[config.mk]
export PLATFORM = sky130hd
export DESIGN_NAME = vhd_sort
export DESIGN_NICKNAME = d
export VERILOG_FILES = /design/src/vhd_pkg.sv /design/src/vhd_sort.sv
export SDC_FILE = /design/constraint.sdc
export NUM_CORES = 1
export LEC_CHECK = 0
export BUFFER_PORTS_ARGS = -buffer_cell sky130_fd_sc_hd__buf_4
export CAP_MARGIN = 20
export CORE_ASPECT_RATIO = 0.6
export CORE_MARGIN = 8
export CORE_UTILIZATION = 49
export CTS_CLUSTER_SIZE = 25
export DETAILED_ROUTE_END_ITERATION = 7
export MAX_ROUTING_LAYER = met4
export PLACE_DENSITY = 0.78
export SYNTH_ARGS = -nofsm -noshare
export SYNTH_HDL_FRONTEND = slang
export SYNTH_SLANG_ARGS = --single-unit
[constraint.sdc]
create_clock -name clock -period 7.66 [get_ports clock]
set_input_delay 2.298 -clock clock [delete_from_list [all_inputs] [get_ports clock]]
set_output_delay 2.298 -clock clock [all_outputs]
set_load 0.01 [all_outputs]
[src/vhd_pkg.sv]
// ----------------------------------------------------------------------------
// vhd_pkg: shared definitions for the vector heading block
// Octant codes, fixed headings, CORDIC arctangent entries and pipeline types.
// ----------------------------------------------------------------------------
package vhd_pkg;

   localparam int COORD_WIDTH_DEF   = 16;
   localparam int CORDIC_STAGES_DEF = 18;
   localparam int GUARD_BITS        = 24;
   localparam int ANGLE_FRAC        = 16;
   localparam int TABLE_LEN         = 24;
   localparam int ANGLE_WIDTH       = 25;
   localparam int CODE_WIDTH        = 5;
   localparam int HEADING_WIDTH     = 9;
   localparam int DIST_WIDTH        = 6;

   localparam logic [CODE_WIDTH-1:0] CODE_ZERO     = 5'd0;
   localparam logic [CODE_WIDTH-1:0] CODE_OCT_1    = 5'd1;
   localparam logic [CODE_WIDTH-1:0] CODE_OCT_2    = 5'd2;
   localparam logic [CODE_WIDTH-1:0] CODE_OCT_3    = 5'd3;
   localparam logic [CODE_WIDTH-1:0] CODE_OCT_4    = 5'd4;
   localparam logic [CODE_WIDTH-1:0] CODE_OCT_5    = 5'd5;
   localparam logic [CODE_WIDTH-1:0] CODE_OCT_6    = 5'd6;
   localparam logic [CODE_WIDTH-1:0] CODE_OCT_7    = 5'd7;
   localparam logic [CODE_WIDTH-1:0] CODE_OCT_8    = 5'd8;
   localparam logic [CODE_WIDTH-1:0] CODE_AXIS_000 = 5'd9;
   localparam logic [CODE_WIDTH-1:0] CODE_AXIS_270 = 5'd10;
   localparam logic [CODE_WIDTH-1:0] CODE_AXIS_180 = 5'd11;
   localparam logic [CODE_WIDTH-1:0] CODE_AXIS_090 = 5'd12;
   localparam logic [CODE_WIDTH-1:0] CODE_DIAG_315 = 5'd13;
   localparam logic [CODE_WIDTH-1:0] CODE_DIAG_045 = 5'd14;
   localparam logic [CODE_WIDTH-1:0] CODE_DIAG_135 = 5'd15;
   localparam logic [CODE_WIDTH-1:0] CODE_DIAG_225 = 5'd16;

   localparam logic [HEADING_WIDTH-1:0] DEG_0   = 9'd0;
   localparam logic [HEADING_WIDTH-1:0] DEG_45  = 9'd45;
   localparam logic [HEADING_WIDTH-1:0] DEG_90  = 9'd90;
   localparam logic [HEADING_WIDTH-1:0] DEG_135 = 9'd135;
   localparam logic [HEADING_WIDTH-1:0] DEG_180 = 9'd180;
   localparam logic [HEADING_WIDTH-1:0] DEG_225 = 9'd225;
   localparam logic [HEADING_WIDTH-1:0] DEG_270 = 9'd270;
   localparam logic [HEADING_WIDTH-1:0] DEG_315 = 9'd315;

   localparam logic [DIST_WIDTH-1:0] DIST_MAX = 6'd44;

   // control that rides along the cell chain
   typedef struct packed {
      logic                  valid;
      logic [CODE_WIDTH-1:0] code;
   } cell_ctrl_type;

   // atan(2^-idx) in degrees, 16 fraction bits, rounded to nearest
   function automatic logic [ANGLE_WIDTH-1:0] atan_entry(input int idx);
      logic [ANGLE_WIDTH-1:0] val;
      case (idx)
         0:  val = 25'd2949120;
         1:  val = 25'd1740967;
         2:  val = 25'd919879;
         3:  val = 25'd466945;
         4:  val = 25'd234379;
         5:  val = 25'd117304;
         6:  val = 25'd58666;
         7:  val = 25'd29335;
         8:  val = 25'd14668;
         9:  val = 25'd7334;
         10: val = 25'd3667;
         11: val = 25'd1833;
         12: val = 25'd917;
         13: val = 25'd458;
         14: val = 25'd229;
         15: val = 25'd115;
         16: val = 25'd57;
         17: val = 25'd29;
         18: val = 25'd14;
         19: val = 25'd7;
         20: val = 25'd4;
         21: val = 25'd2;
         22: val = 25'd1;
         default: val = 25'd0;
      endcase
      return val;
   endfunction

   function automatic logic is_octant(input logic [CODE_WIDTH-1:0] code);
      return (code >= CODE_OCT_1) && (code <= CODE_OCT_8);
   endfunction

   // start of the span for an octant code, fixed heading otherwise
   function automatic logic [HEADING_WIDTH-1:0] base_heading(
      input logic [CODE_WIDTH-1:0] code);
      logic [HEADING_WIDTH-1:0] val;
      case (code)
         CODE_OCT_1:    val = DEG_0;
         CODE_OCT_2:    val = DEG_45;
         CODE_OCT_3:    val = DEG_90;
         CODE_OCT_4:    val = DEG_135;
         CODE_OCT_5:    val = DEG_180;
         CODE_OCT_6:    val = DEG_225;
         CODE_OCT_7:    val = DEG_270;
         CODE_OCT_8:    val = DEG_315;
         CODE_AXIS_000: val = DEG_0;
         CODE_AXIS_270: val = DEG_270;
         CODE_AXIS_180: val = DEG_180;
         CODE_AXIS_090: val = DEG_90;
         CODE_DIAG_315: val = DEG_315;
         CODE_DIAG_045: val = DEG_45;
         CODE_DIAG_135: val = DEG_135;
         CODE_DIAG_225: val = DEG_225;
         default:       val = DEG_0;
      endcase
      return val;
   endfunction

endpackage

[src/vhd_sort.sv]
// ----------------------------------------------------------------------------
// vhd_sort: octant classifier
// Registers the octant code and the larger and smaller magnitude, scaled up
// to the CORDIC working format.
// ----------------------------------------------------------------------------
module vhd_sort #(
   parameter int COORD_WIDTH = 16,
   localparam int XW = COORD_WIDTH + vhd_pkg::GUARD_BITS + 2
) (
   input  logic                        clock,
   input  logic                        reset,
   input  logic                        en,
   input  logic                        in_valid,
   input  logic [COORD_WIDTH-1:0]      x_coord,
   input  logic [COORD_WIDTH-1:0]      y_coord,
   output vhd_pkg::cell_ctrl_type      ctrl_out,
   output logic signed [XW-1:0]        cx_out,
   output logic signed [XW-1:0]        cy_out
);
   import vhd_pkg::*;

   logic                   sx;
   logic                   sy;
   logic                   xz;
   logic                   yz;
   logic [COORD_WIDTH:0]   x_neg;
   logic [COORD_WIDTH:0]   y_neg;
   logic [COORD_WIDTH-1:0] a_mag;
   logic [COORD_WIDTH-1:0] b_mag;
   logic [COORD_WIDTH-1:0] big;
   logic [COORD_WIDTH-1:0] small_mag;
   logic [CODE_WIDTH-1:0]  code;

   cell_ctrl_type          ctrl_ff;
   cell_ctrl_type          ctrl_in;
   logic signed [XW-1:0]   cx_ff;
   logic signed [XW-1:0]   cx_in;
   logic signed [XW-1:0]   cy_ff;
   logic signed [XW-1:0]   cy_in;

   always_comb begin
      sx    = x_coord[COORD_WIDTH-1];
      sy    = y_coord[COORD_WIDTH-1];
      xz    = (x_coord == '0);
      yz    = (y_coord == '0);
      x_neg = -{sx, x_coord};
      y_neg = -{sy, y_coord};
      a_mag = sx ? x_neg[COORD_WIDTH-1:0] : x_coord;
      b_mag = sy ? y_neg[COORD_WIDTH-1:0] : y_coord;

      if (xz && yz) begin
         code = CODE_ZERO;
      end else if (yz) begin
         code = sx ? CODE_AXIS_180 : CODE_AXIS_000;
      end else if (xz) begin
         code = sy ? CODE_AXIS_090 : CODE_AXIS_270;
      end else if (a_mag == b_mag) begin
         if (!sx && !sy) begin
            code = CODE_DIAG_315;
         end else if (!sx) begin
            code = CODE_DIAG_045;
         end else if (sy) begin
            code = CODE_DIAG_135;
         end else begin
            code = CODE_DIAG_225;
         end
      end else if (!sx && sy) begin
         code = (a_mag > b_mag) ? CODE_OCT_1 : CODE_OCT_2;
      end else if (sx && sy) begin
         code = (a_mag < b_mag) ? CODE_OCT_3 : CODE_OCT_4;
      end else if (sx) begin
         code = (a_mag > b_mag) ? CODE_OCT_5 : CODE_OCT_6;
      end else begin
         code = (a_mag < b_mag) ? CODE_OCT_7 : CODE_OCT_8;
      end

      big       = (a_mag > b_mag) ? a_mag : b_mag;
      small_mag = (a_mag > b_mag) ? b_mag : a_mag;

      ctrl_in.valid = in_valid;
      ctrl_in.code  = code;
      cx_in = signed'({2'b00, big, {GUARD_BITS{1'b0}}});
      cy_in = signed'({2'b00, small_mag, {GUARD_BITS{1'b0}}});
   end

   always_ff @(posedge clock) begin
      if (reset) begin
         ctrl_ff <= '0;
      end else if (en) begin
         ctrl_ff <= ctrl_in;
      end
   end

   always_ff @(posedge clock) begin
      if (en) begin
         cx_ff <= cx_in;
         cy_ff <= cy_in;
      end
   end

   assign ctrl_out = ctrl_ff;
   assign cx_out   = cx_ff;
   assign cy_out   = cy_ff;

endmodule

==> metrics.txt <==
antenna violations before repair 0; HPWL after DPL 6.29 mm; post-place setup slack approximately 0.68 ns; Total GRT Usage around 17%; # nets final roughly 460; first-pass GRT wire length 12.6 mm; Row Count 22; Hold Crit Depth 2; mean post-synth cell area a little under 10 µm²; # diodes 0; WL per Instance approximately 16 µm; CTS tree yes; Chip Width around 120 µm; share of the synthesized area in the top cell type 30.7%; HP Class register to register; Setup Viol. Count Final 0; final WL between 7 and 8 mm; I/O pin total 126; Root Driver clkbuf_8; total power between 0.6 and 0.7 mW; critical-path maximum fanout 24; GP Congestion ~0.94; asr flop ratio synth 0%; total grt overflow 0; ys flop type edfxtp_1; Area Growth Syn to Fin 17.0%; Worst EP required 7.84 ns; Fmax around 150 MHz; die area 0.00930 mm²; maximum clock insertion buffer count 2; Fillers ~560; effective utilization at floorplan slightly above 50%; Worst EP arrival just under 7 ns; largest net degree at the start of global routing 38; Vias approximately 2400; Post-CTS Hold Fix Bufs 0; 1st-iter DRT viols around 110; Yosys top cell by area edfxtp_1; crit path time final roughly 6.7 ns; Final Hold Vio Count 0; Clock H-tree levels 2; DRC viols 0; Yosys warning total 0; mapped cell area 0.00313 mm²; outcome finished, final reports clean; post-CTS setup buffers 0; synth top area cells edfxtp_1, buf_4, ha_1, mux2i_1, xor2_1; CP startpoint kind primary input; EDFF count, synth 32; Crit Path Category primary input to register; Die Y approximately 80 µm; vias in the first global route 2518; # resized after CTS 0; Yosys cell types 45; RSZ-0062 raised after global routing no; sequential share of the synthesized area 34.5%; DR pass1 iterations 4; Leak 1.67 nW; Worst VDD drop 0.0000861 V; FF-to-FF path depth 2; WHS a little under 0.5 ns; Worst Skew 0 ns; register bit total from synthesis 38; Max-Cap Viols 0; Slew Limit Headroom between 50% and 60%; core area ~0.0061 mm²; layout cells sized above 1 22.1%; setup TNS 0 ns; Num CTS Buffers 5; Worst-Margin Slew about 0.74 ns; Vias/cell between 5 and 6; fin area about 0.0037 mm²; fin crit share between 80 and 90%; Synth Instances 325; # port buffers between 70 and 80; Worst Slack Setup Final 0.936 ns; Power Density 183 mW/mm²; worst-skew pair later-pin latency 0.29 ns; CP endpoint kind register; Worst-path clk slew 0.07 ns; Area after DPL ~0.0036 mm²; CTS sink count 38; Post-DRT Antenna Nets 0; pins over their slew limit 0
## path summary, 6_finish.rpt
path | startpoint | endpoint | slack (ns)
worst min-delay path | ctrl_out[0]$_SDFFE_PP0P_ | ctrl_out[0]$_SDFFE_PP0P_ | 0.48
worst max-delay path | x_coord[0] | ctrl_out[1]$_SDFFE_PP0P_ | 0.94
worst max register to register | ctrl_out[2]$_SDFFE_PP0P_ | ctrl_out[2]$_SDFFE_PP0P_ | 6.90
worst min register to register | ctrl_out[0]$_SDFFE_PP0P_ | ctrl_out[0]$_SDFFE_PP0P_ | 0.48
## metal layers
| layer | routed length (µm) | up-vias | global-route usage, % |
|---|---|---|---|
| met4 | 58 | 0 | 3.51 |
| li1 | - | 1211 | - |
| met1 | 3940 | 1133 | 22.2 |
| met3 | 476 | 8 | 4.91 |
| met2 | 3420 | 90 | 26.1 |
| met5 | 0 | - | - |
## power breakdown
part	total (mW)	internal, mW	switching [mW]
combinational	0.254	0.111	0.143
clock	0.142	0.0734	0.0686
sequential	0.276	0.266	0.0100
total	0.672	0.450	0.222
## registers in the layout, summed over array words and instances, names as in the netlist
register,count
cx_out,16
cy_out,16
ctrl_out,6
## cells by family (layout without fill, tap and decap cells)
family | Yosys count | count (layout) | share of synthesized area (%)
simple gates | 67 | 67 | 11.6
fa+ha+maj | 23 | 23 | 9.18
buf+inv | 83 | 105 | 16.3
mux | 27 | 27 | 8.62
compound gates | 60 | 60 | 12.5
flops | 38 | 38 | 34.5
other cells | 1 | 52 | 0.120
xor+xnor | 26 | 26 | 7.27
## area by class of cell
| cell class | count | area, µm² | area share (%) |
|---|---|---|---|
| clock buffers | 8 | 90.1 | 2.46 |
| inverters | 23 | 86.3 | 2.35 |
| multi-input cells | 255 | 1750 | 47.7 |
| flip-flops and latches | 38 | 1080 | 29.5 |
| well taps | 84 | 105 | 2.87 |
| repair buffers | 74 | 556 | 15.1 |
## synthesized netlist by cell type, types with 3 or more instances
cell type and number:
buf_4 52, clkbuf_1 5, dfxtp_1 6, inv_1 23, a21oi_1 19, or4_1 8, o41ai_1 5, buf_2 3
edfxtp_1 32, nand4_1 3, nor2_1 17, nand2_1 14, o31ai_1 6, ha_1 23, nand3_1 7, xor2_1 22
mux2i_1 27, o21ai_0 14, xnor2_1 4
## through the flow
step,util (%),cells
floorplan,-,376
global placement,58.3,474
detailed placement,58.3,474
CTS,59.7,482
global route,59.7,482
finish,59.7,482
## cell usage in the layout, fill, tap and decap left out, types with 3 or more instances in the layout
master,instances
or4_1,8
o41ai_1,5
nor2_1,17
dfxtp_1,6
o31ai_1,6
mux2i_1,27
edfxtp_1,32
buf_4,74
nand2_1,14
ha_1,23
nand4_1,3
inv_1,23
a21oi_1,19
xnor2_1,4
o21ai_0,14
xor2_1,22
conb_1,52
clkbuf_8,6
nand3_1,7
## critical path, stage by stage
cell and delay (ns):
buf_4 0.12, inv_1 0.09, ha_1 0.17, or3b_2 0.51
or4_4 0.47, o41ai_1 0.31, xor2_1 0.29, inv_1 0.08
ha_1 0.31, nand3_1 0.09, or4_1 0.56, a21o_1 0.23
a31oi_4 0.63, buf_4 0.43, o2111a_1 0.24, a21oi_1 0.04
(Power assumes the default switching activity.)
