==> config.mk <==
export PLATFORM = sky130hd
export DESIGN_NAME = vhd_cell
export DESIGN_NICKNAME = d
export VERILOG_FILES = /design/src/vhd_pkg.sv /design/src/vhd_cell.sv
export SDC_FILE = /design/constraint.sdc
export NUM_CORES = 1
export LEC_CHECK = 0
export BUFFER_PORTS_ARGS = -buffer_cell sky130_fd_sc_hd__buf_2
export CAP_MARGIN = 40
export CORE_ASPECT_RATIO = 2
export CORE_MARGIN = 2
export CORE_UTILIZATION = 57
export DETAILED_ROUTE_END_ITERATION = 6
export PLACE_DENSITY = 0.83
export SLEW_MARGIN = 20
export SYNTH_ARGS = -nofsm -noshare
export SYNTH_HDL_FRONTEND = slang
export SYNTH_SLANG_ARGS = --single-unit
==> constraint.sdc <==
create_clock -name clock -period 4.1 [get_ports clock]
set_clock_uncertainty 0.15 [all_clocks]
set_input_delay 0.82 -clock clock [delete_from_list [all_inputs] [get_ports clock]]
set_output_delay 0.82 -clock clock [all_outputs]
set_load 0.005 [all_outputs]
==> src/vhd_pkg.sv <==
// ----------------------------------------------------------------------------
// vhd_pkg: shared definitions for the vector heading block
// Octant codes, fixed headings, CORDIC arctangent entries and pipeline types.
// ----------------------------------------------------------------------------
package vhd_pkg;

   localparam int COORD_WIDTH_DEF   = 16;
   localparam int CORDIC_STAGES_DEF = 18;
   localparam int GUARD_BITS        = 24;
   localparam int ANGLE_FRAC        = 16;
   localparam int TABLE_LEN         = 24;
   localparam int ANGLE_WIDTH       = 25;
   localparam int CODE_WIDTH        = 5;
   localparam int HEADING_WIDTH     = 9;
   localparam int DIST_WIDTH        = 6;

   localparam logic [CODE_WIDTH-1:0] CODE_ZERO     = 5'd0;
   localparam logic [CODE_WIDTH-1:0] CODE_OCT_1    = 5'd1;
   localparam logic [CODE_WIDTH-1:0] CODE_OCT_2    = 5'd2;
   localparam logic [CODE_WIDTH-1:0] CODE_OCT_3    = 5'd3;
   localparam logic [CODE_WIDTH-1:0] CODE_OCT_4    = 5'd4;
   localparam logic [CODE_WIDTH-1:0] CODE_OCT_5    = 5'd5;
   localparam logic [CODE_WIDTH-1:0] CODE_OCT_6    = 5'd6;
   localparam logic [CODE_WIDTH-1:0] CODE_OCT_7    = 5'd7;
   localparam logic [CODE_WIDTH-1:0] CODE_OCT_8    = 5'd8;
   localparam logic [CODE_WIDTH-1:0] CODE_AXIS_000 = 5'd9;
   localparam logic [CODE_WIDTH-1:0] CODE_AXIS_270 = 5'd10;
   localparam logic [CODE_WIDTH-1:0] CODE_AXIS_180 = 5'd11;
   localparam logic [CODE_WIDTH-1:0] CODE_AXIS_090 = 5'd12;
   localparam logic [CODE_WIDTH-1:0] CODE_DIAG_315 = 5'd13;
   localparam logic [CODE_WIDTH-1:0] CODE_DIAG_045 = 5'd14;
   localparam logic [CODE_WIDTH-1:0] CODE_DIAG_135 = 5'd15;
   localparam logic [CODE_WIDTH-1:0] CODE_DIAG_225 = 5'd16;

   localparam logic [HEADING_WIDTH-1:0] DEG_0   = 9'd0;
   localparam logic [HEADING_WIDTH-1:0] DEG_45  = 9'd45;
   localparam logic [HEADING_WIDTH-1:0] DEG_90  = 9'd90;
   localparam logic [HEADING_WIDTH-1:0] DEG_135 = 9'd135;
   localparam logic [HEADING_WIDTH-1:0] DEG_180 = 9'd180;
   localparam logic [HEADING_WIDTH-1:0] DEG_225 = 9'd225;
   localparam logic [HEADING_WIDTH-1:0] DEG_270 = 9'd270;
   localparam logic [HEADING_WIDTH-1:0] DEG_315 = 9'd315;

   localparam logic [DIST_WIDTH-1:0] DIST_MAX = 6'd44;

   // control that rides along the cell chain
   typedef struct packed {
      logic                  valid;
      logic [CODE_WIDTH-1:0] code;
   } cell_ctrl_type;

   // atan(2^-idx) in degrees, 16 fraction bits, rounded to nearest
   function automatic logic [ANGLE_WIDTH-1:0] atan_entry(input int idx);
      logic [ANGLE_WIDTH-1:0] val;
      case (idx)
         0:  val = 25'd2949120;
         1:  val = 25'd1740967;
         2:  val = 25'd919879;
         3:  val = 25'd466945;
         4:  val = 25'd234379;
         5:  val = 25'd117304;
         6:  val = 25'd58666;
         7:  val = 25'd29335;
         8:  val = 25'd14668;
         9:  val = 25'd7334;
         10: val = 25'd3667;
         11: val = 25'd1833;
         12: val = 25'd917;
         13: val = 25'd458;
         14: val = 25'd229;
         15: val = 25'd115;
         16: val = 25'd57;
         17: val = 25'd29;
         18: val = 25'd14;
         19: val = 25'd7;
         20: val = 25'd4;
         21: val = 25'd2;
         22: val = 25'd1;
         default: val = 25'd0;
      endcase
      return val;
   endfunction

   function automatic logic is_octant(input logic [CODE_WIDTH-1:0] code);
      return (code >= CODE_OCT_1) && (code <= CODE_OCT_8);
   endfunction

   // start of the span for an octant code, fixed heading otherwise
   function automatic logic [HEADING_WIDTH-1:0] base_heading(
      input logic [CODE_WIDTH-1:0] code);
      logic [HEADING_WIDTH-1:0] val;
      case (code)
         CODE_OCT_1:    val = DEG_0;
         CODE_OCT_2:    val = DEG_45;
         CODE_OCT_3:    val = DEG_90;
         CODE_OCT_4:    val = DEG_135;
         CODE_OCT_5:    val = DEG_180;
         CODE_OCT_6:    val = DEG_225;
         CODE_OCT_7:    val = DEG_270;
         CODE_OCT_8:    val = DEG_315;
         CODE_AXIS_000: val = DEG_0;
         CODE_AXIS_270: val = DEG_270;
         CODE_AXIS_180: val = DEG_180;
         CODE_AXIS_090: val = DEG_90;
         CODE_DIAG_315: val = DEG_315;
         CODE_DIAG_045: val = DEG_45;
         CODE_DIAG_135: val = DEG_135;
         CODE_DIAG_225: val = DEG_225;
         default:       val = DEG_0;
      endcase
      return val;
   endfunction

endpackage

==> src/vhd_cell.sv <==
// ----------------------------------------------------------------------------
// vhd_cell: one vectoring CORDIC micro-rotation
// Rotates toward the x axis by atan(2^-STAGE_INDEX) and hands the result on.
// ----------------------------------------------------------------------------
module vhd_cell #(
   parameter int COORD_WIDTH = 16,
   parameter int STAGE_INDEX = 0,
   localparam int XW = COORD_WIDTH + vhd_pkg::GUARD_BITS + 2,
   localparam int ZW = vhd_pkg::ANGLE_WIDTH
) (
   input  logic                        clock,
   input  logic                        reset,
   input  logic                        en,
   input  vhd_pkg::cell_ctrl_type      ctrl_prev,
   input  logic signed [XW-1:0]        cx_prev,
   input  logic signed [XW-1:0]        cy_prev,
   input  logic signed [ZW-1:0]        z_prev,
   output vhd_pkg::cell_ctrl_type      ctrl_next,
   output logic signed [XW-1:0]        cx_next,
   output logic signed [XW-1:0]        cy_next,
   output logic signed [ZW-1:0]        z_next
);
   import vhd_pkg::*;

   localparam logic signed [ZW-1:0] StepAngle = signed'(atan_entry(STAGE_INDEX));

   logic signed [XW-1:0] dx;
   logic signed [XW-1:0] dy;

   cell_ctrl_type        ctrl_ff;
   logic signed [XW-1:0] cx_ff;
   logic signed [XW-1:0] cx_in;
   logic signed [XW-1:0] cy_ff;
   logic signed [XW-1:0] cy_in;
   logic signed [ZW-1:0] z_ff;
   logic signed [ZW-1:0] z_in;

   always_comb begin
      // arithmetic shifts round toward minus infinity
      dx = cy_prev >>> STAGE_INDEX;
      dy = cx_prev >>> STAGE_INDEX;
      if (!cy_prev[XW-1]) begin
         cx_in = cx_prev + dx;
         cy_in = cy_prev - dy;
         z_in  = z_prev + StepAngle;
      end else begin
         cx_in = cx_prev - dx;
         cy_in = cy_prev + dy;
         z_in  = z_prev - StepAngle;
      end
   end

   always_ff @(posedge clock) begin
      if (reset) begin
         ctrl_ff <= '0;
      end else if (en) begin
         ctrl_ff <= ctrl_prev;
      end
   end

   always_ff @(posedge clock) begin
      if (en) begin
         cx_ff <= cx_in;
         cy_ff <= cy_in;
         z_ff  <= z_in;
      end
   end

   assign ctrl_next = ctrl_ff;
   assign cx_next   = cx_ff;
   assign cy_next   = cy_ff;
   assign z_next    = z_ff;

endmodule

==> results of run 1 <==
## cells by family (layout without fill, tap and decap cells)
kind of cell    Yosys count  after routing  share of synthesized area [%]
flops                   114            114                           29.7
simple gates            284            284                           11.9
fa+ha+maj               134            134                           15.1
compound gates          463            463                           26.5
buf+inv                 205            531                           7.11
xor+xnor                 88             88                           6.80
mux                      34             34                           3.02
## power by group
part | internal, mW | total [mW] | switching (mW)
clock | 1.07 | 1.66 | 0.587
sequential | 1.52 | 1.57 | 0.0578
combinational | 0.775 | 1.92 | 1.15
total | 3.36 | 5.15 | 1.79
## through the flow
step	setup WS [ns]	power (mW)	util (%)	cell area, um2
finish	0.450	5.15	71.7	14100
global route	0.324	5.33	71.7	14100
CTS	0.537	5.09	71.7	14100
detailed placement	0.0875	3.44	68.4	13500
global placement	0.149	3.41	68.4	13500
floorplan	0.667	2.60	-	11300
## registers in the layout (all words and copies together), names as in the netlist
signal and count:
cx_next 42, cy_next 41, ctrl_next 6, z_next 25
## final timing paths
path,endpoint,cells after the start,from,slack [ns]
worst max-delay path,cx_next[38]$_DFFE_PP_,12,cx_prev[0],0.45
worst min-delay path,ctrl_next[4]$_SDFFE_PP0P_,2,ctrl_next[4]$_SDFFE_PP0P_,0.35
worst max register to register,ctrl_next[2]$_SDFFE_PP0P_,2,ctrl_next[2]$_SDFFE_PP0P_,3.32
worst min register to register,ctrl_next[4]$_SDFFE_PP0P_,2,ctrl_next[4]$_SDFFE_PP0P_,0.35
## metal layers
| layer | routed length [um] | vias up |
|---|---|---|
| met5 | 7 | - |
| met4 | 5210 | 2 |
| met3 | 2800 | 300 |
| met2 | 23500 | 719 |
| met1 | 13400 | 5511 |
| li1 | - | 5399 |
## synthesized netlist by cell type (all sizes together), types with 26 or more instances
| library cell | count | share of area (%) |
|---|---|---|
| a21o | 28 | 1.9 |
| a21oi | 175 | 7.8 |
| buf | 35 | 1.5 |
| clkbuf | 26 | 0.86 |
| edfxtp | 108 | 29 |
| ha | 130 | 14 |
| inv | 141 | 4.7 |
| mux2i | 33 | 2.9 |
| nand2 | 69 | 2.3 |
| nor2 | 97 | 3.2 |
| nor3 | 29 | 1.3 |
| o21ai | 90 | 4.0 |
| o21bai | 33 | 2.2 |
| xnor2 | 80 | 6.2 |
## worst max-delay path: cells and delay by family
family	cells	cell delay (ns)
XOR/XNOR	1	0.18
adder cells (fa/ha/maj)	2	0.67
buffers and inverters	1	0.12
AND/OR/NAND/NOR	2	0.42
AO/OA/AOI/OAI	6	1.49
## final cells by class
class | count | area [um2]
Timing Repair Buffer | 355 | 2110
Multi-Input combinational cell | 1003 | 7160
Clock buffer | 17 | 425
Clock inverter | 15 | 215
Inverter | 144 | 541
Sequential cell | 114 | 3360
Tap cell | 262 | 328
Fill cell | 1625 | 5580
==> impl_metrics.ini, run 1 <==
[place]
io_buffers = 232
place.gp.congestion = 1.04
hpwl_mm = 35.1
dp_cells = 1878

[cts]
numCtsBuffers = 17
clockBufferDepth = 2
cts_resized = 0
cts_tree = yes
clock-sinks = 114
htree_levels = 4
cts_hold_buf = 0
cts_root_buf = clkbuf_16
cts_setup_buffers = 0
clkTransAtPathRegs_ns = 0.06
clk_latency_ns = 0.44

[floorplan]
dieHeight_um = 203
core_um2 = 19700
die_w_um = 104
fp-row-count = 73
dieArea_um2 = 21100
io_pins = 233
initial_core_util_pct = 57.4

[route]
antenna_left = 0
vias = 11900
dr.pass1.iters = 6
drcViolationCount = 0
viasPerCell = 6.25
drt_iter0_markers = 944
avgRoutedWirePerCell_um = 23.5
wl_mm = 44.9

[sta]
setup_viol = 0
layout_min_cycle_time_ns = 3.65
fin_crit_sh_pct = 89.0
max_clock_freq_mhz = 274
maxSlewViolCount = 0
tightest_slew_ns = 0.793
rsz0062_at_grt = no
finalHoldViolCount = 0
slew_headroom_pct = 46.7
setup_tns_ns = 0
fin_hold_ws_ns = 0.350

[outcome]
status = finished clean

[final_layout]
drive_gt1_share_pct = 25.3
nets = 1887
final_cells = 1910
antenna_cells = 0
area_delta_synth_final_pct = 24.9
final_cell_mix = buf_2, a21oi_1, inv_1
layout_commonest_cell = buf_2

[yosys]
ys_dominant_reg_cell = edfxtp_1
ys_async_sr_fraction_pct = 0
postSynthAreaPerCell_um2 = 8.57
synth_seq_area_share_pct = 29.7
ys_warn_count = 0
syn_inst = 1322
synth-edff-count = 108
synth_cell_type_count = 83
syn-num-nets = 1574
syn_area_um2 = 11300
yosys_register_bits = 114

[grt]
top_usage_layer = met2
first_global_vias = 12200
grt_use_total_pct = 41.9
grt_overflow_total = 0
antenna_found_initial = 1
grt_use_met2_pct = 78.5
grt_max_degree = 80
grt_first_pass_wirelength_mm = 66.9
grtUsageMet1_pct = 35.6
use_met3_pct = 8.15

[job]
max-cap-violations = 0

[critical_path]
cp_cell_sequence = buf_2, ha_1, fa_1, nor2b_1, o21ai_0, a31oi_2, a21oi_2, o21a_1, o21ai_1, nand2_1, a41oi_1, xnor2_1
path_class = input pin to register
critPathRequiredTime_ns = 4.15
cp-start-kind = input pin
slowest_delay_ns = 0.43
critPathArrivalTime_ns = 3.70
path_max_fanout = 4
crit_path_end_kind = register
slowest_stage = fa_1

[hold_path]
min_path_type = register to register

[pwr]
leakage_nw = 6.49
powerDensity_nw_per_um2 = 364
vdd_drop_max_v = 0.000255
(Power assumes the default switching activity.)
==> run 2, diff against run 1 <==
--- a/config.mk
+++ b/config.mk
@@ -7,11 +7,14 @@
 export LEC_CHECK = 0
 export BUFFER_PORTS_ARGS = -buffer_cell sky130_fd_sc_hd__buf_2
 export CAP_MARGIN = 40
+export CELL_PAD_IN_SITES_DETAIL_PLACEMENT = 0
+export CELL_PAD_IN_SITES_GLOBAL_PLACEMENT = 1
 export CORE_ASPECT_RATIO = 2
 export CORE_MARGIN = 2
-export CORE_UTILIZATION = 57
+export CORE_UTILIZATION = 42
+export CTS_CLUSTER_DIAMETER = 120
 export DETAILED_ROUTE_END_ITERATION = 6
-export PLACE_DENSITY = 0.83
+export PLACE_DENSITY_LB_ADDON = 0.1
 export SLEW_MARGIN = 20
 export SYNTH_ARGS = -nofsm -noshare
 export SYNTH_HDL_FRONTEND = slang
==> impl_metrics.ini, run 2 (synthesis results as in run 1) <==
[outcome]
status = finished clean

[floorplan]
io_pins = 233
dieArea_um2 = 28400
initial_core_util_pct = 42.4
fp-row-count = 85
dieHeight_um = 236
die_w_um = 120
core_um2 = 26700

[sta]
finalHoldViolCount = 0
tightest_slew_ns = 0.569
maxSlewViolCount = 0
fin_crit_sh_pct = 88.8
layout_min_cycle_time_ns = 3.64
max_clock_freq_mhz = 275
setup_tns_ns = 0
fin_hold_ws_ns = 0.341
slew_headroom_pct = 61.7
rsz0062_at_grt = no
setup_viol = 0

[final_layout]
drive_gt1_share_pct = 24.2
layout_commonest_cell = buf_2
antenna_cells = 0
largest_reg_flops = 42
nets = 1860
final_cell_mix = buf_2, a21oi_1, inv_1
area_delta_synth_final_pct = 23.9
fillCellCount = 2599
multi_input_comb_area_um2 = 7160
register_area_um2 = 3360
design_area_um2 = 14000

[grt]
grt_use_total_pct = 27.5
first_global_vias = 10900
grt_first_pass_wirelength_mm = 60.5
grt_overflow_total = 0
grt_max_degree = 109
antenna_found_initial = 0

[critical_path]
critPathRequiredTime_ns = 4.13
critPathArrivalTime_ns = 3.67
slowest_stage = ha_1
cp-start-kind = input pin
crit_top_cell = a21oi_1
path_max_fanout = 11
crit_path_end_kind = register
critical-path-top-delay-family = compound AO/OA/AOI/OAI gates
slowest_delay_ns = 0.44
cp_cell_sequence = buf_2, inv_1, ha_1, a21oi_1, o21ai_0, a21oi_1, o21ai_1, a21oi_1, o21ai_1, buf_4, a221oi_1, a21oi_1, xor2_1
path_buf_inv = 3
path_class = input pin to register

[place]
place.gp.congestion = 0.960
hpwl_mm = 31.8
place_area_um2 = 13400
io_buffers = 232

[cts]
clockBufferDepth = 2
cts_tree = yes
clkTransAtPathRegs_ns = 0.06
clock-sinks = 114
htree_levels = 4
numCtsBuffers = 17
cts_resized = 0
cts_root_buf = clkbuf_16
clk_latency_ns = 0.43
cts_setup_buffers = 0
cts_hold_buf = 0

[route]
avgRoutedWirePerCell_um = 20.0
antenna_left = 0
viasPerCell = 5.65
drt_iter0_markers = 894
vias = 11100
drcViolationCount = 0
dr.pass1.iters = 5
wl_mm = 39.3

[job]
max-cap-violations = 0

[pwr]
leakage_nw = 6.35
power.total_mw = 4.93
powerDensity_nw_per_um2 = 352
vdd_drop_max_v = 0.000244

[hold_path]
min_path_type = register to register
[run 2: cell count changes in the layout (fill, tap and decap cells not counted)]
cell	delta
buf_12	+1
buf_4	-28
bufinv_16	-2
clkbuf_1	+1
clkinv_1	-3
clkinv_4	+1
inv_6	+3
[run 2: cell type report]
class | instances | share of cell area [%]
timing repair buffer | 328 | 13.7
multi-input combinational | 1003 | 51.0
tap | 348 | 3.10
inverter | 144 | 3.85
clock buffer | 18 | 3.06
sequential | 114 | 24.0
clock inverter | 14 | 1.28
[run 2: per-stage QoR]
| stage | instances | util [%] | setup WS, ns |
|---|---|---|---|
| after floorplan | 1322 | - | 0.667 |
| after global placement | 1937 | 50.3 | 0.0110 |
| after detailed placement | 1937 | 50.3 | 0.0328 |
| after CTS | 1969 | 52.6 | 0.506 |
| after global routing | 1969 | 52.6 | 0.318 |
| final | 1969 | 52.6 | 0.460 |
[run 2: worst min-delay path: stages (launching register included)]
cell,delay [ns]
dfxtp_1,0.32
mux2i_1,0.06
nor2_1,0.08
[run 2: where the power goes]
group	internal (mW)	switching [mW]
sequential	1.52	0.0499
clock	0.961	0.605
combinational	0.738	1.06
[run 2: worst paths after layout]
check / start / to / slack (ns) / depth (start not counted)
worst max-delay path: cx_prev[7] / cy_next[40]$_DFFE_PP_ / 0.46 / 13
worst min-delay path: ctrl_next[0]$_SDFFE_PP0P_ / ctrl_next[0]$_SDFFE_PP0P_ / 0.34 / 2
worst max register to register: ctrl_next[5]$_SDFFE_PP0P_ / ctrl_next[5]$_SDFFE_PP0P_ / 3.36 / 2
worst min register to register: ctrl_next[0]$_SDFFE_PP0P_ / ctrl_next[0]$_SDFFE_PP0P_ / 0.34 / 2
[run 2: metal layers]
layer  vias to the layer above  routed length, um  GRT usage (%)
li1                       5352                  -              -
met1                      5228              16800           35.8
met2                       469              18800           45.4
met3                        75               2350           3.99
met4                         0               1340           11.3
met5                         -                  0              0
