## src/vhd_pkg.sv

```systemverilog
// ----------------------------------------------------------------------------
// vhd_pkg: shared definitions for the vector heading block
// Octant codes, fixed headings, CORDIC arctangent entries and pipeline types.
// ----------------------------------------------------------------------------
package vhd_pkg;

   localparam int COORD_WIDTH_DEF   = 16;
   localparam int CORDIC_STAGES_DEF = 18;
   localparam int GUARD_BITS        = 24;
   localparam int ANGLE_FRAC        = 16;
   localparam int TABLE_LEN         = 24;
   localparam int ANGLE_WIDTH       = 25;
   localparam int CODE_WIDTH        = 5;
   localparam int HEADING_WIDTH     = 9;
   localparam int DIST_WIDTH        = 6;

   localparam logic [CODE_WIDTH-1:0] CODE_ZERO     = 5'd0;
   localparam logic [CODE_WIDTH-1:0] CODE_OCT_1    = 5'd1;
   localparam logic [CODE_WIDTH-1:0] CODE_OCT_2    = 5'd2;
   localparam logic [CODE_WIDTH-1:0] CODE_OCT_3    = 5'd3;
   localparam logic [CODE_WIDTH-1:0] CODE_OCT_4    = 5'd4;
   localparam logic [CODE_WIDTH-1:0] CODE_OCT_5    = 5'd5;
   localparam logic [CODE_WIDTH-1:0] CODE_OCT_6    = 5'd6;
   localparam logic [CODE_WIDTH-1:0] CODE_OCT_7    = 5'd7;
   localparam logic [CODE_WIDTH-1:0] CODE_OCT_8    = 5'd8;
   localparam logic [CODE_WIDTH-1:0] CODE_AXIS_000 = 5'd9;
   localparam logic [CODE_WIDTH-1:0] CODE_AXIS_270 = 5'd10;
   localparam logic [CODE_WIDTH-1:0] CODE_AXIS_180 = 5'd11;
   localparam logic [CODE_WIDTH-1:0] CODE_AXIS_090 = 5'd12;
   localparam logic [CODE_WIDTH-1:0] CODE_DIAG_315 = 5'd13;
   localparam logic [CODE_WIDTH-1:0] CODE_DIAG_045 = 5'd14;
   localparam logic [CODE_WIDTH-1:0] CODE_DIAG_135 = 5'd15;
   localparam logic [CODE_WIDTH-1:0] CODE_DIAG_225 = 5'd16;

   localparam logic [HEADING_WIDTH-1:0] DEG_0   = 9'd0;
   localparam logic [HEADING_WIDTH-1:0] DEG_45  = 9'd45;
   localparam logic [HEADING_WIDTH-1:0] DEG_90  = 9'd90;
   localparam logic [HEADING_WIDTH-1:0] DEG_135 = 9'd135;
   localparam logic [HEADING_WIDTH-1:0] DEG_180 = 9'd180;
   localparam logic [HEADING_WIDTH-1:0] DEG_225 = 9'd225;
   localparam logic [HEADING_WIDTH-1:0] DEG_270 = 9'd270;
   localparam logic [HEADING_WIDTH-1:0] DEG_315 = 9'd315;

   localparam logic [DIST_WIDTH-1:0] DIST_MAX = 6'd44;

   // control that rides along the cell chain
   typedef struct packed {
      logic                  valid;
      logic [CODE_WIDTH-1:0] code;
   } cell_ctrl_type;

   // atan(2^-idx) in degrees, 16 fraction bits, rounded to nearest
   function automatic logic [ANGLE_WIDTH-1:0] atan_entry(input int idx);
      logic [ANGLE_WIDTH-1:0] val;
      case (idx)
         0:  val = 25'd2949120;
         1:  val = 25'd1740967;
         2:  val = 25'd919879;
         3:  val = 25'd466945;
         4:  val = 25'd234379;
         5:  val = 25'd117304;
         6:  val = 25'd58666;
         7:  val = 25'd29335;
         8:  val = 25'd14668;
         9:  val = 25'd7334;
         10: val = 25'd3667;
         11: val = 25'd1833;
         12: val = 25'd917;
         13: val = 25'd458;
         14: val = 25'd229;
         15: val = 25'd115;
         16: val = 25'd57;
         17: val = 25'd29;
         18: val = 25'd14;
         19: val = 25'd7;
         20: val = 25'd4;
         21: val = 25'd2;
         22: val = 25'd1;
         default: val = 25'd0;
      endcase
      return val;
   endfunction

   function automatic logic is_octant(input logic [CODE_WIDTH-1:0] code);
      return (code >= CODE_OCT_1) && (code <= CODE_OCT_8);
   endfunction

   // start of the span for an octant code, fixed heading otherwise
   function automatic logic [HEADING_WIDTH-1:0] base_heading(
      input logic [CODE_WIDTH-1:0] code);
      logic [HEADING_WIDTH-1:0] val;
      case (code)
         CODE_OCT_1:    val = DEG_0;
         CODE_OCT_2:    val = DEG_45;
         CODE_OCT_3:    val = DEG_90;
         CODE_OCT_4:    val = DEG_135;
         CODE_OCT_5:    val = DEG_180;
         CODE_OCT_6:    val = DEG_225;
         CODE_OCT_7:    val = DEG_270;
         CODE_OCT_8:    val = DEG_315;
         CODE_AXIS_000: val = DEG_0;
         CODE_AXIS_270: val = DEG_270;
         CODE_AXIS_180: val = DEG_180;
         CODE_AXIS_090: val = DEG_90;
         CODE_DIAG_315: val = DEG_315;
         CODE_DIAG_045: val = DEG_45;
         CODE_DIAG_135: val = DEG_135;
         CODE_DIAG_225: val = DEG_225;
         default:       val = DEG_0;
      endcase
      return val;
   endfunction

endpackage

```

## src/vhd_finish.sv

```systemverilog
// ----------------------------------------------------------------------------
// vhd_finish: heading assembly
// Turns the CORDIC angle into a whole-degree distance from the diagonal and
// forms the heading from the octant code.
// ----------------------------------------------------------------------------
module vhd_finish #(
   localparam int ZW = vhd_pkg::ANGLE_WIDTH
) (
   input  logic                                   clock,
   input  logic                                   reset,
   input  logic                                   en,
   input  vhd_pkg::cell_ctrl_type                 ctrl_prev,
   input  logic signed [ZW-1:0]                   z_prev,
   output logic                                   out_valid,
   output logic [vhd_pkg::HEADING_WIDTH-1:0]      heading_deg,
   output logic [vhd_pkg::CODE_WIDTH-1:0]         octant_code
);
   import vhd_pkg::*;

   localparam logic signed [ZW:0] DiagAngle = signed'((ZW+1)'(45 << ANGLE_FRAC));

   logic signed [ZW:0]           dist_val;
   logic [ZW-ANGLE_FRAC:0]       dist_whole;
   logic [DIST_WIDTH-1:0]        dist_deg;
   logic [HEADING_WIDTH-1:0]     base;
   logic [HEADING_WIDTH-1:0]     dist_ext;

   logic                         valid_ff;
   logic [HEADING_WIDTH-1:0]     heading_ff;
   logic [HEADING_WIDTH-1:0]     heading_in;
   logic [CODE_WIDTH-1:0]        code_ff;

   always_comb begin
      dist_val   = DiagAngle - {z_prev[ZW-1], z_prev};
      dist_whole = dist_val[ZW:ANGLE_FRAC];
      // clamp so the heading stays inside its octant
      if (dist_val[ZW]) begin
         dist_deg = '0;
      end else if (dist_whole > (ZW-ANGLE_FRAC+1)'(DIST_MAX)) begin
         dist_deg = DIST_MAX;
      end else begin
         dist_deg = dist_whole[DIST_WIDTH-1:0];
      end
      dist_ext = HEADING_WIDTH'(dist_deg);
      base     = base_heading(ctrl_prev.code);
      if (!is_octant(ctrl_prev.code)) begin
         heading_in = base;
      end else if (ctrl_prev.code[0]) begin
         heading_in = base + DEG_45 - dist_ext;
      end else begin
         heading_in = base + dist_ext;
      end
   end

   always_ff @(posedge clock) begin
      if (reset) begin
         valid_ff <= 1'b0;
      end else if (en) begin
         valid_ff <= ctrl_prev.valid;
      end
   end

   always_ff @(posedge clock) begin
      if (en) begin
         heading_ff <= heading_in;
         code_ff    <= ctrl_prev.code;
      end
   end

   assign out_valid   = valid_ff;
   assign heading_deg = heading_ff;
   assign octant_code = code_ff;

endmodule

```

## config.mk

```make
export PLATFORM = sky130hd
export DESIGN_NAME = vhd_finish
export DESIGN_NICKNAME = d
export VERILOG_FILES = /design/src/vhd_pkg.sv /design/src/vhd_finish.sv
export SDC_FILE = /design/constraint.sdc
export NUM_CORES = 1
export LEC_CHECK = 0
export ABC_CLOCK_PERIOD_IN_PS = 5500
export BUFFER_PORTS_ARGS = -buffer_cell sky130_fd_sc_hd__clkbuf_2
export CORE_MARGIN = 2
export CORE_UTILIZATION = 40
export CTS_CLUSTER_DIAMETER = 150
export DETAILED_ROUTE_END_ITERATION = 8
export PLACE_DENSITY = 0.66
export SLEW_MARGIN = 20
export SYNTH_ARGS = -nofsm -noshare
export SYNTH_HDL_FRONTEND = slang
export SYNTH_SLANG_ARGS = --single-unit
```

## constraint.sdc

```tcl
create_clock -name clock -period 5.5 [get_ports clock]
set_clock_uncertainty 0.2 [all_clocks]
set_input_delay 1.1 -clock clock [delete_from_list [all_inputs] [get_ports clock]]
set_output_delay 1.1 -clock clock [all_outputs]
set_load 0.02 [all_outputs]
```

==> metrics.md, run 1 <==
| Metric | Value |
|---|---|
| Mean post-synth cell area | `8.69 sq um` |
| Met3 Use GR | `0.412%` |
| Slew @ Worst Pin | `0.470 ns` |
| Share of layout cells above drive strength 1 | `24.4%` |
| Peak VDD IR | `0.0793 mV` |
| Buffers on Ports | `48` |
| Final worst-path cycle share | `90.5%` |
| Setup violations, final | `0` |
| Reg2Reg Depth | `2` |
| Global Route met1 Usage | `19.6%` |
| Most frequent cell on the critical path | `a21oi_1` |
| HP Class | `reg2reg` |
| Post-DP HPWL | `3.42 mm` |
| Hold violation count in the final report | `0` |
| Post-CTS Setup Inserts | `0` |
| Vias post-DR | `1757` |
| CP max FO | `6` |
| Core area | `4690 sq um` |
| Yosys warning count | `0` |
| CP arrival | `4.76 ns` |
| Hold Crit Start | `out_valid` |
| Clk Latency, worst-skew pair | `0.24 ns` |
| Die Wd | `73.4 um` |
| Final Wtd Congestion | `0.842` |
| Clock Tree Buf Depth | `2` |
| Post-synthesis async set-or-reset flop share | `0%` |
| Drt via density | `5.41` |
| Area leader, netlist | `edfxtp_1` |
| # DRC | `0` |
| Standard-cell row count | `25` |
| Max-slew violation count | `0` |
| Commonest non-fill, non-tap cells in the layout | `clkbuf_2 (48), ha_1 (24), inv_1 (21)` |
| Synthesis-to-finish area growth | `18.4%` |
| Slowest stage delay, CP | `0.36 ns` |
| Hold depth | `2` |
| Fmax | `201 MHz` |
| Seq/Total Area, Yosys | `22.8%` |
| Post-synth EDFFs | `14` |
| Total Power | `424 uW` |
| Critical Path Slowest Stage Cell | `ha_1` |
| Clock-pin slew on the worst setup and hold paths | `0.05 ns` |
| PwrDens | `186 nW/um^2` |
| Die Area | `5390 sq um` |
| Cells after Synth | `222` |
| Worst reg2reg setup slack | `4.70 ns` |
| Depth of the CTS H-tree | `1` |
| Vias in the first global route | `1589` |
| Setup TNS Final | `0 ns` |
| WL per Instance | `12.6 um` |
| Final non-filler cell total | `325` |
| WS Path Type | `in2reg` |
| Starting DRT DRC Count | `118` |
| Synth unique cells | `53` |
| #FFs+latches synth | `15` |
| Fin crit period | `4.97 ns` |
| Post-DRT Antenna Nets | `0` |
| Die H | `73.4 um` |
| RSZ-0062 raised after global routing | `false` |
| Filler Cell Count | `458` |
| Slew HR | `68.4%` |
| # diodes | `0` |
| Reg-to-Reg End | `out_valid` |
| Global route hottest layer | `met2` |
| Share of the synthesized area in the top cell type | `21.8%` |
| Initial antenna violation count | `0` |
| Met2 Use GR | `29.7%` |
| Setup crit end kind | `flop` |
| Detailed Route WL | `4.10 mm` |
| PostCTS Resize Cnt | `0` |
| Mapped cell area | `1930 sq um` |
| Sink of the worst hold path | `out_valid` |
| Synth area leaders | `edfxtp_1 (22%), ha_1 (16%), a21oi_1 (4.9%)` |
| Final cell area excluding filler cells | `2280 sq um` |
| Worst Path Required | `5.29 ns` |
| Initial core utilization | `41.1%` |
| Area after DPL | `2240 sq um` |
| Crit-path cells | `clkbuf_2 -> nor4_2 -> nand4_2 -> a211o_1 -> a211oi_2 -> nor3b_2 -> a21oi_1 -> ha_1 -> inv_1 -> ha_1 -> a21oi_1 -> o21ai_1 -> a221oi_1 -> xnor2_1 -> a21oi_1 -> mux2_1` |
| Pre-Repair DR Iteration Count | `4` |
| TritonCTS Sinks | `15` |
| Num ports | `49` |
| Reg2reg start | `out_valid` |
| Dpl cells | `321` |
| Leak Pwr | `0.00105 uW` |
| Aggregate global routing overflow | `0` |
| Maximum number of pins on one net before global-route repair | `25` |
| Syn Nets | `282` |
| Top FF cell, synth | `edfxtp_1` |
| Status | `complete, no violations` |
| Most common cell after layout, fill and taps aside | `clkbuf_2` |
| TritonCTS Buffers | `3` |
| Min Hold Slack | `0.312 ns` |
| CTS root buf | `clkbuf_8` |
| Startpoint class of the critical path | `input pin` |
| MaxCap Viol Count | `0` |
| Global-route wire length before repair | `6.78 mm` |
| Gr usage total | `16.0%` |
| Fin nets | `332` |
| CTS tree | `done` |
| Post-CTS Hold Buffers | `0` |
cell usage after synthesis (3+ instances only):
library cell / number
a211oi_1: 5
a21oi_1: 19
and2_1: 3
clkbuf_1: 5
edfxtp_1: 14
ha_1: 24
inv_1: 21
mux2i_1: 5
nand2_1: 11
nand2b_1: 5
nor2_1: 18
nor2b_1: 4
nor4_2: 3
o211ai_1: 4
o21a_1: 5
o21ai_0: 8
o21ai_1: 3
o21bai_1: 3
xnor2_1: 7
xor2_1: 9
state kept, by name, indices dropped and copies added, names as in the netlist:
| signal | count |
|---|---|
| heading_deg | 9 |
| octant_code | 5 |
| out_valid | 1 |
metrics by stage:
step                utilization [%]  worst slack (ns)
CTS                            48.6             0.520
global route                   48.6             0.168
finish                         48.6             0.525
global placement               47.7             0.364
detailed placement             47.7             0.277
floorplan                         -             0.691
metal layers:
layer / up-vias / wire length [um]
li1: 912 / -
met2: 62 / 1930
met3: 5 / 222
met5: - / 0
met1: 778 / 1890
met4: 0 / 51
report_power, final:
group	total, uW	switching [uW]	internal (uW)
Combinational	199	115	83.6
Sequential	141	2.53	138
Clock	84.2	33.1	51.1
Total	424	151	273
cell families (layout without fill, tap and decap cells):
kind of cell | Yosys count | after routing | share of synthesized area, %
AOI/OAI and AO/OA | 67 | 67 | 23.4
DFF | 15 | 15 | 22.8
muxes | 7 | 7 | 3.76
xor gates and xnor gates | 16 | 16 | 7.27
buffers and inverters | 28 | 77 | 5.58
and+or+nand+nor | 63 | 63 | 19.5
adders and majority gates | 26 | 26 | 17.7
worst max-delay path, delay by kind of cell:
family	cells	cell delay, ns
multiplexers	1	0.33
adder cells (fa/ha/maj)	2	0.71
XOR/XNOR	1	0.10
AO/OA/AOI/OAI	7	1.51
AND/OR/NAND/NOR	3	0.82
buffers and inverters	2	0.18
final cells by class:
class / count / area [sq um] / share of cell area [%]
Multi-Input combinational cell: 179 / 1380 / 60.5
Sequential cell: 15 / 440 / 19.3
Timing Repair Buffer: 52 / 270 / 11.8
Inverter: 21 / 78.8 / 3.45
Tap cell: 54 / 67.6 / 2.96
Clock buffer: 4 / 45.0 / 1.97
worst max path at each step:
| stage | start | to | slack, ns | depth (start not counted) |
|---|---|---|---|---|
| after detailed placement | z_prev[3] | heading_deg[8] | 0.28 | 16 |
| after floorplan | z_prev[12] | heading_deg[8] | 0.69 | 15 |
| after global placement | z_prev[3] | heading_deg[8] | 0.36 | 16 |
| after CTS | z_prev[3] | heading_deg[8] | 0.52 | 16 |
| final | z_prev[3] | heading_deg[8] | 0.53 | 16 |
| after global routing | z_prev[12] | heading_deg[8] | 0.17 | 16 |
No activity file was read; power rests on OpenSTA's default activity.
==> inputs of run 2 (changes only) <==
--- a/config.mk
+++ b/config.mk
@@ -11,6 +11,7 @@
 export CORE_UTILIZATION = 40
 export CTS_CLUSTER_DIAMETER = 150
 export DETAILED_ROUTE_END_ITERATION = 8
+export GPL_TIMING_DRIVEN = 0
 export PLACE_DENSITY = 0.66
 export SLEW_MARGIN = 20
 export SYNTH_ARGS = -nofsm -noshare
==> run 2 against run 1 <==
Effect of this change: setup slack got worse by 0.080 ns; clock power decreased by 0.6%; flip-flop and latch count unchanged; final cell count increased by 0.92%; maximum frequency decreased by 1.6%; global-route usage decreased by 0.094 points; die area unchanged; sequential share of layout area about the same; register-to-register slack improved by 0.02 ns; critical path type unchanged; largest cell class unchanged; largest power group unchanged.
==> metrics.md, run 2 (synthesized netlist as in run 1, its figures left out) <==
| Metric | Value |
|---|---|
| Status | `complete, no violations` |
| CP max FO | `6` |
| Final worst-path cycle share | `91.9%` |
| Standard-cell row count | `25` |
| RSZ-0062 raised after global routing | `false` |
| Die Area | `5390 sq um` |
| Fmax | `198 MHz` |
| CP arrival | `4.84 ns` |
| Hold depth | `2` |
| Die Wd | `73.4 um` |
| Vias in the first global route | `1599` |
| Setup violations, final | `0` |
| TritonCTS Sinks | `15` |
| Post-CTS Setup Inserts | `0` |
| PostCTS Resize Cnt | `0` |
| Max reg flops | `9` |
| WL per Instance | `12.3 um` |
| Maximum number of pins on one net before global-route repair | `16` |
| Share of layout cells above drive strength 1 | `23.4%` |
| Startpoint class of the critical path | `input pin` |
| Core area | `4690 sq um` |
| Setup crit end kind | `flop` |
| Fin crit period | `5.05 ns` |
| Pre-Repair DR Iteration Count | `4` |
| Slew @ Worst Pin | `0.583 ns` |
| # diodes | `0` |
| Clk Latency, worst-skew pair | `0.24 ns` |
| Post-DRT Antenna Nets | `0` |
| Area after DPL | `2240 sq um` |
| Post-DP HPWL | `3.43 mm` |
| Synthesis-to-finish area growth | `18.3%` |
| HP Class | `reg2reg` |
| # DRC | `0` |
| Leak Pwr | `0.00104 uW` |
| Fin nets | `335` |
| Clock-pin slew on the worst setup and hold paths | `0.05 ns` |
| Max-slew violation count | `0` |
| Detailed Route WL | `4.05 mm` |
| Reg2Reg Depth | `2` |
| Gr usage total | `15.9%` |
| Hold violation count in the final report | `0` |
| Initial antenna violation count | `0` |
| Slew HR | `61.1%` |
| Die H | `73.4 um` |
| Most common cell after layout, fill and taps aside | `clkbuf_2` |
| Global-route wire length before repair | `6.87 mm` |
| Clock Tree Buf Depth | `2` |
| Initial core utilization | `41.1%` |
| CTS tree | `done` |
| Aggregate global routing overflow | `0` |
| WS Path Type | `in2reg` |
| Commonest non-fill, non-tap cells in the layout | `clkbuf_2 (48), ha_1 (24), inv_1 (21)` |
| Drt via density | `5.29` |
| CTS root buf | `clkbuf_8` |
| TritonCTS Buffers | `3` |
| Final Wtd Congestion | `0.873` |
| Post-CTS Hold Buffers | `0` |
| Depth of the CTS H-tree | `1` |
| Starting DRT DRC Count | `138` |
| PwrDens | `186 nW/um^2` |
| Worst Path Required | `5.28 ns` |
| Buffers on Ports | `48` |
| Filler Cell Count | `466` |
| Peak VDD IR | `0.0849 mV` |
| MaxCap Viol Count | `0` |
| Setup TNS Final | `0 ns` |
| Vias post-DR | `1736` |
| Final cell area excluding filler cells | `2280 sq um` |
| Num ports | `49` |
## run 2: cell count changes in the layout (fill, tap and decap cells not counted)
| cell | before | now |
|---|---|---|
| buf_2 | 0 | 2 |
| clkbuf_1 | 1 | 6 |
| buf_4 | 4 | 0 |
## run 2: worst paths after layout
path	startpoint	end	slack (ns)
max	z_prev[3]	heading_deg[8]	0.45
min	out_valid	out_valid	0.30
max reg2reg	out_valid	out_valid	4.72
min reg2reg	out_valid	out_valid	0.30
## run 2: power breakdown
group / total, uW / internal [uW] / switching, uW
registers: 141 / 138 / 2.35
logic: 199 / 82.8 / 116
clock network: 83.7 / 51.1 / 32.6
total: 423 / 272 / 151
## run 2: layer usage
| metal | share of wire (%) | track usage [%] | wire length, um | up-vias |
|---|---|---|---|---|
| li1 | - | - | - | 917 |
| met1 | 47 | 20.7 | 1890 | 756 |
| met2 | 47 | 27.4 | 1900 | 59 |
| met3 | 5.6 | 0.686 | 226 | 4 |
| met4 | 0.77 | 6.46 | 31 | 0 |
| met5 | 0 | 0 | 0 | - |
## run 2: critical path, cell delays in order
cell and delay (ns):
clkbuf_2 0.08, nor4_2 0.28, nand4_2 0.20, a211o_1 0.33, a211oi_2 0.25, nor3b_2 0.35, a21oi_1 0.15, ha_1 0.36
inv_1 0.09, ha_1 0.35, a21oi_1 0.13, o21ai_1 0.15, a221oi_1 0.35, xnor2_1 0.12, a21oi_1 0.17, mux2_1 0.35
## run 2: per-stage QoR
step	utilization [%]	total power [uW]	cells	setup WS, ns	hold slack [ns]
after global routing	48.6	457	328	0.171	0.343
after global placement	47.7	339	324	0.195	0.282
after CTS	48.6	429	328	0.398	0.311
after detailed placement	47.7	342	324	0.151	0.298
after floorplan	-	285	222	0.691	0.379
final	48.6	423	328	0.446	0.300
## run 2: area by class of cell
cell class	count	area [sq um]	share of cell area, %
multi-input cells	179	1380	60.5
well taps	54	67.6	2.96
plain buffers	7	28.8	1.26
repair buffers	48	240	10.5
clock buffers	4	45.0	1.97
inverters	21	78.8	3.46
flip-flops and latches	15	440	19.3
==> inputs of run 3 (changes only) <==
--- a/config.mk
+++ b/config.mk
@@ -5,14 +5,14 @@
 export SDC_FILE = /design/constraint.sdc
 export NUM_CORES = 1
 export LEC_CHECK = 0
-export ABC_CLOCK_PERIOD_IN_PS = 5500
+export ABC_CLOCK_PERIOD_IN_PS = 4600
 export BUFFER_PORTS_ARGS = -buffer_cell sky130_fd_sc_hd__clkbuf_2
 export CORE_MARGIN = 2
 export CORE_UTILIZATION = 40
 export CTS_CLUSTER_DIAMETER = 150
 export DETAILED_ROUTE_END_ITERATION = 8
 export GPL_TIMING_DRIVEN = 0
-export PLACE_DENSITY = 0.66
+export PLACE_DENSITY = 0.68
 export SLEW_MARGIN = 20
 export SYNTH_ARGS = -nofsm -noshare
 export SYNTH_HDL_FRONTEND = slang
==> constraint.sdc (replaced) <==
create_clock -name clock -period 4.6 [get_ports clock]
set_clock_uncertainty 0.2 [all_clocks]
set_input_delay 0.92 -clock clock [delete_from_list [all_inputs] [get_ports clock]]
set_output_delay 0.92 -clock clock [all_outputs]
set_load 0.02 [all_outputs]
==> run 3 against run 2 <==
Effect of this change: final cell count grew 1.5%; critical path type unchanged; power grew 27%; global-route usage shrank 0.56 points.
==> metrics.md, run 3 (synthesized netlist as in run 1, its figures left out) <==
| Metric | Value |
|---|---|
| Status | `complete, no violations` |
| Max reg flops | `9` |
| Final worst-path cycle share | `97.5%` |
| Filler Cell Count | `457` |
| Crit-path cells | `clkbuf_2 -> nor4_4 -> nand4_2 -> a211o_1 -> a211oi_2 -> nor3b_4 -> buf_4 -> and2_1 -> ha_1 -> inv_1 -> fa_1 -> o21bai_1 -> o211ai_1 -> a21oi_2 -> and4_1 -> a21oi_1 -> mux2_1` |
| Fin crit period | `4.48 ns` |
| Gr usage total | `15.3%` |
| Die Area | `5390 sq um` |
| Commonest non-fill, non-tap cells in the layout | `clkbuf_2 (48), ha_1 (21), inv_1 (19)` |
| Global route hottest layer | `met2` |
| Standard-cell row count | `25` |
| Most common cell after layout, fill and taps aside | `clkbuf_2` |
| PwrDens | `223 nW/um^2` |
| Leak Pwr | `0.00108 uW` |
| # DRC | `0` |
| Maximum number of pins on one net before global-route repair | `16` |
| Clk Latency, worst-skew pair | `0.24 ns` |
| Share of layout cells above drive strength 1 | `29.4%` |
| Die H | `73.4 um` |
| CTS tree | `done` |
| Synthesis-to-finish area growth | `25.1%` |
| Slew @ Worst Pin | `0.592 ns` |
| Worst Path Required | `4.39 ns` |
| Clock Tree Buf Depth | `2` |
| MaxCap Viol Count | `0` |
| Setup violations, final | `0` |
| TritonCTS Sinks | `15` |
| CP max FO | `4` |
| Hold violation count in the final report | `0` |
| Critical Path Slowest Stage Cell | `fa_1` |
| Initial antenna violation count | `0` |
| Pre-Repair DR Iteration Count | `4` |
| HP Class | `reg2reg` |
| Aggregate global routing overflow | `0` |
| Met3 Use GR | `0.549%` |
| Drt via density | `5.39` |
| Starting DRT DRC Count | `113` |
| Post-CTS Hold Buffers | `0` |
| Num ports | `49` |
| CP arrival | `4.28 ns` |
| Depth of the CTS H-tree | `1` |
| Final Wtd Congestion | `0.883` |
| RSZ-0062 raised after global routing | `true` |
| Min Hold Slack | `0.300 ns` |
| Slowest stage delay, CP | `0.40 ns` |
| Met2 Use GR | `27.6%` |
| Initial core utilization | `41.1%` |
| Clock-pin slew on the worst setup and hold paths | `0.05 ns` |
| Vias post-DR | `1794` |
| Peak VDD IR | `0.103 mV` |
| Die Wd | `73.4 um` |
| Post-DRT Antenna Nets | `0` |
| Max-slew violation count | `0` |
| Buffers on Ports | `48` |
| WL per Instance | `12.9 um` |
| CTS root buf | `clkbuf_8` |
| Vias in the first global route | `1522` |
| Total Power | `538 uW` |
| Critical path buffers and inverters | `3` |
| Setup crit end kind | `flop` |
| Slew HR | `60.1%` |
| TritonCTS Buffers | `3` |
| Core area | `4690 sq um` |
| # diodes | `0` |
| Final core utilization | `51.4%` |
| Critical path origin | `z_prev[12]` |
| Reg2reg start | `out_valid` |
| Fmax | `223 MHz` |
| Global-route wire length before repair | `6.60 mm` |
| Post-DP HPWL | `3.36 mm` |
| WS Path Type | `in2reg` |
| Startpoint class of the critical path | `input pin` |
| Fin nets | `340` |
| Hold Crit Start | `out_valid` |
| Detailed Route WL | `4.28 mm` |
| Largest delay share family, worst path | `compound AO/OA/AOI/OAI gates` |
| Global Route met1 Usage | `19.6%` |
==> run 3: worst paths after layout <==
check / end / slack (ns) / depth (start not counted)
worst max register to register: out_valid / 3.82 / 2
worst min register to register: out_valid / 0.30 / 2
worst min-delay path: out_valid / 0.30 / 2
worst max-delay path: heading_deg[8] / 0.12 / 17
==> run 3: area by class of cell <==
class | count | area, sq um | share of cell area, %
Buffer | 7 | 28.8 | 1.19
Sequential cell | 15 | 440 | 18.3
Inverter | 21 | 78.8 | 3.27
Tap cell | 54 | 67.6 | 2.80
Timing Repair Buffer | 53 | 278 | 11.5
Multi-Input combinational cell | 179 | 1470 | 61.1
Clock buffer | 4 | 45.0 | 1.87
==> run 3: stage by stage <==
step / setup TNS (ns) / area [sq um] / cells / worst slack [ns]
CTS: 0 / 2310 / 330 / 0.0303
global placement: -0.826 / 2240 / 324 / -0.430
detailed placement: -1.08 / 2240 / 324 / -0.459
finish: 0 / 2410 / 333 / 0.115
floorplan: 0 / 1930 / 222 / 0.0201
global route: -0.0444 / 2410 / 333 / -0.0444
==> run 3: layer usage <==
layer | wire [um] | vias to the layer above | share of wire [%]
met5 | 0 | - | 0
met4 | 52 | 0 | 1.2
met3 | 209 | 5 | 4.9
met2 | 2060 | 64 | 48
met1 | 1960 | 799 | 46
li1 | - | 926 | -
==> run 3: report_power, final <==
part | internal, uW | switching, uW | total (uW)
Clock | 61.3 | 41.4 | 103
Combinational | 116 | 151 | 267
Sequential | 165 | 2.81 | 168
==> run 3: tightest hold or removal path, stage by stage (launching register included) <==
cell	delay, ns
dfxtp_1	0.32
mux2i_1	0.06
nor2_1	0.08
==> run 3: repair_timing <==
| item | 4_1_cts | 5_1_grt |
|---|---|---|
| endpoints found under the setup margin | 2 | 3 |
| resized for setup | 2 | 17 |
| pin swaps | 1 | 3 |
| hold endpoints to repair | 0 | 0 |
| buffers inserted | 2 | 3 |
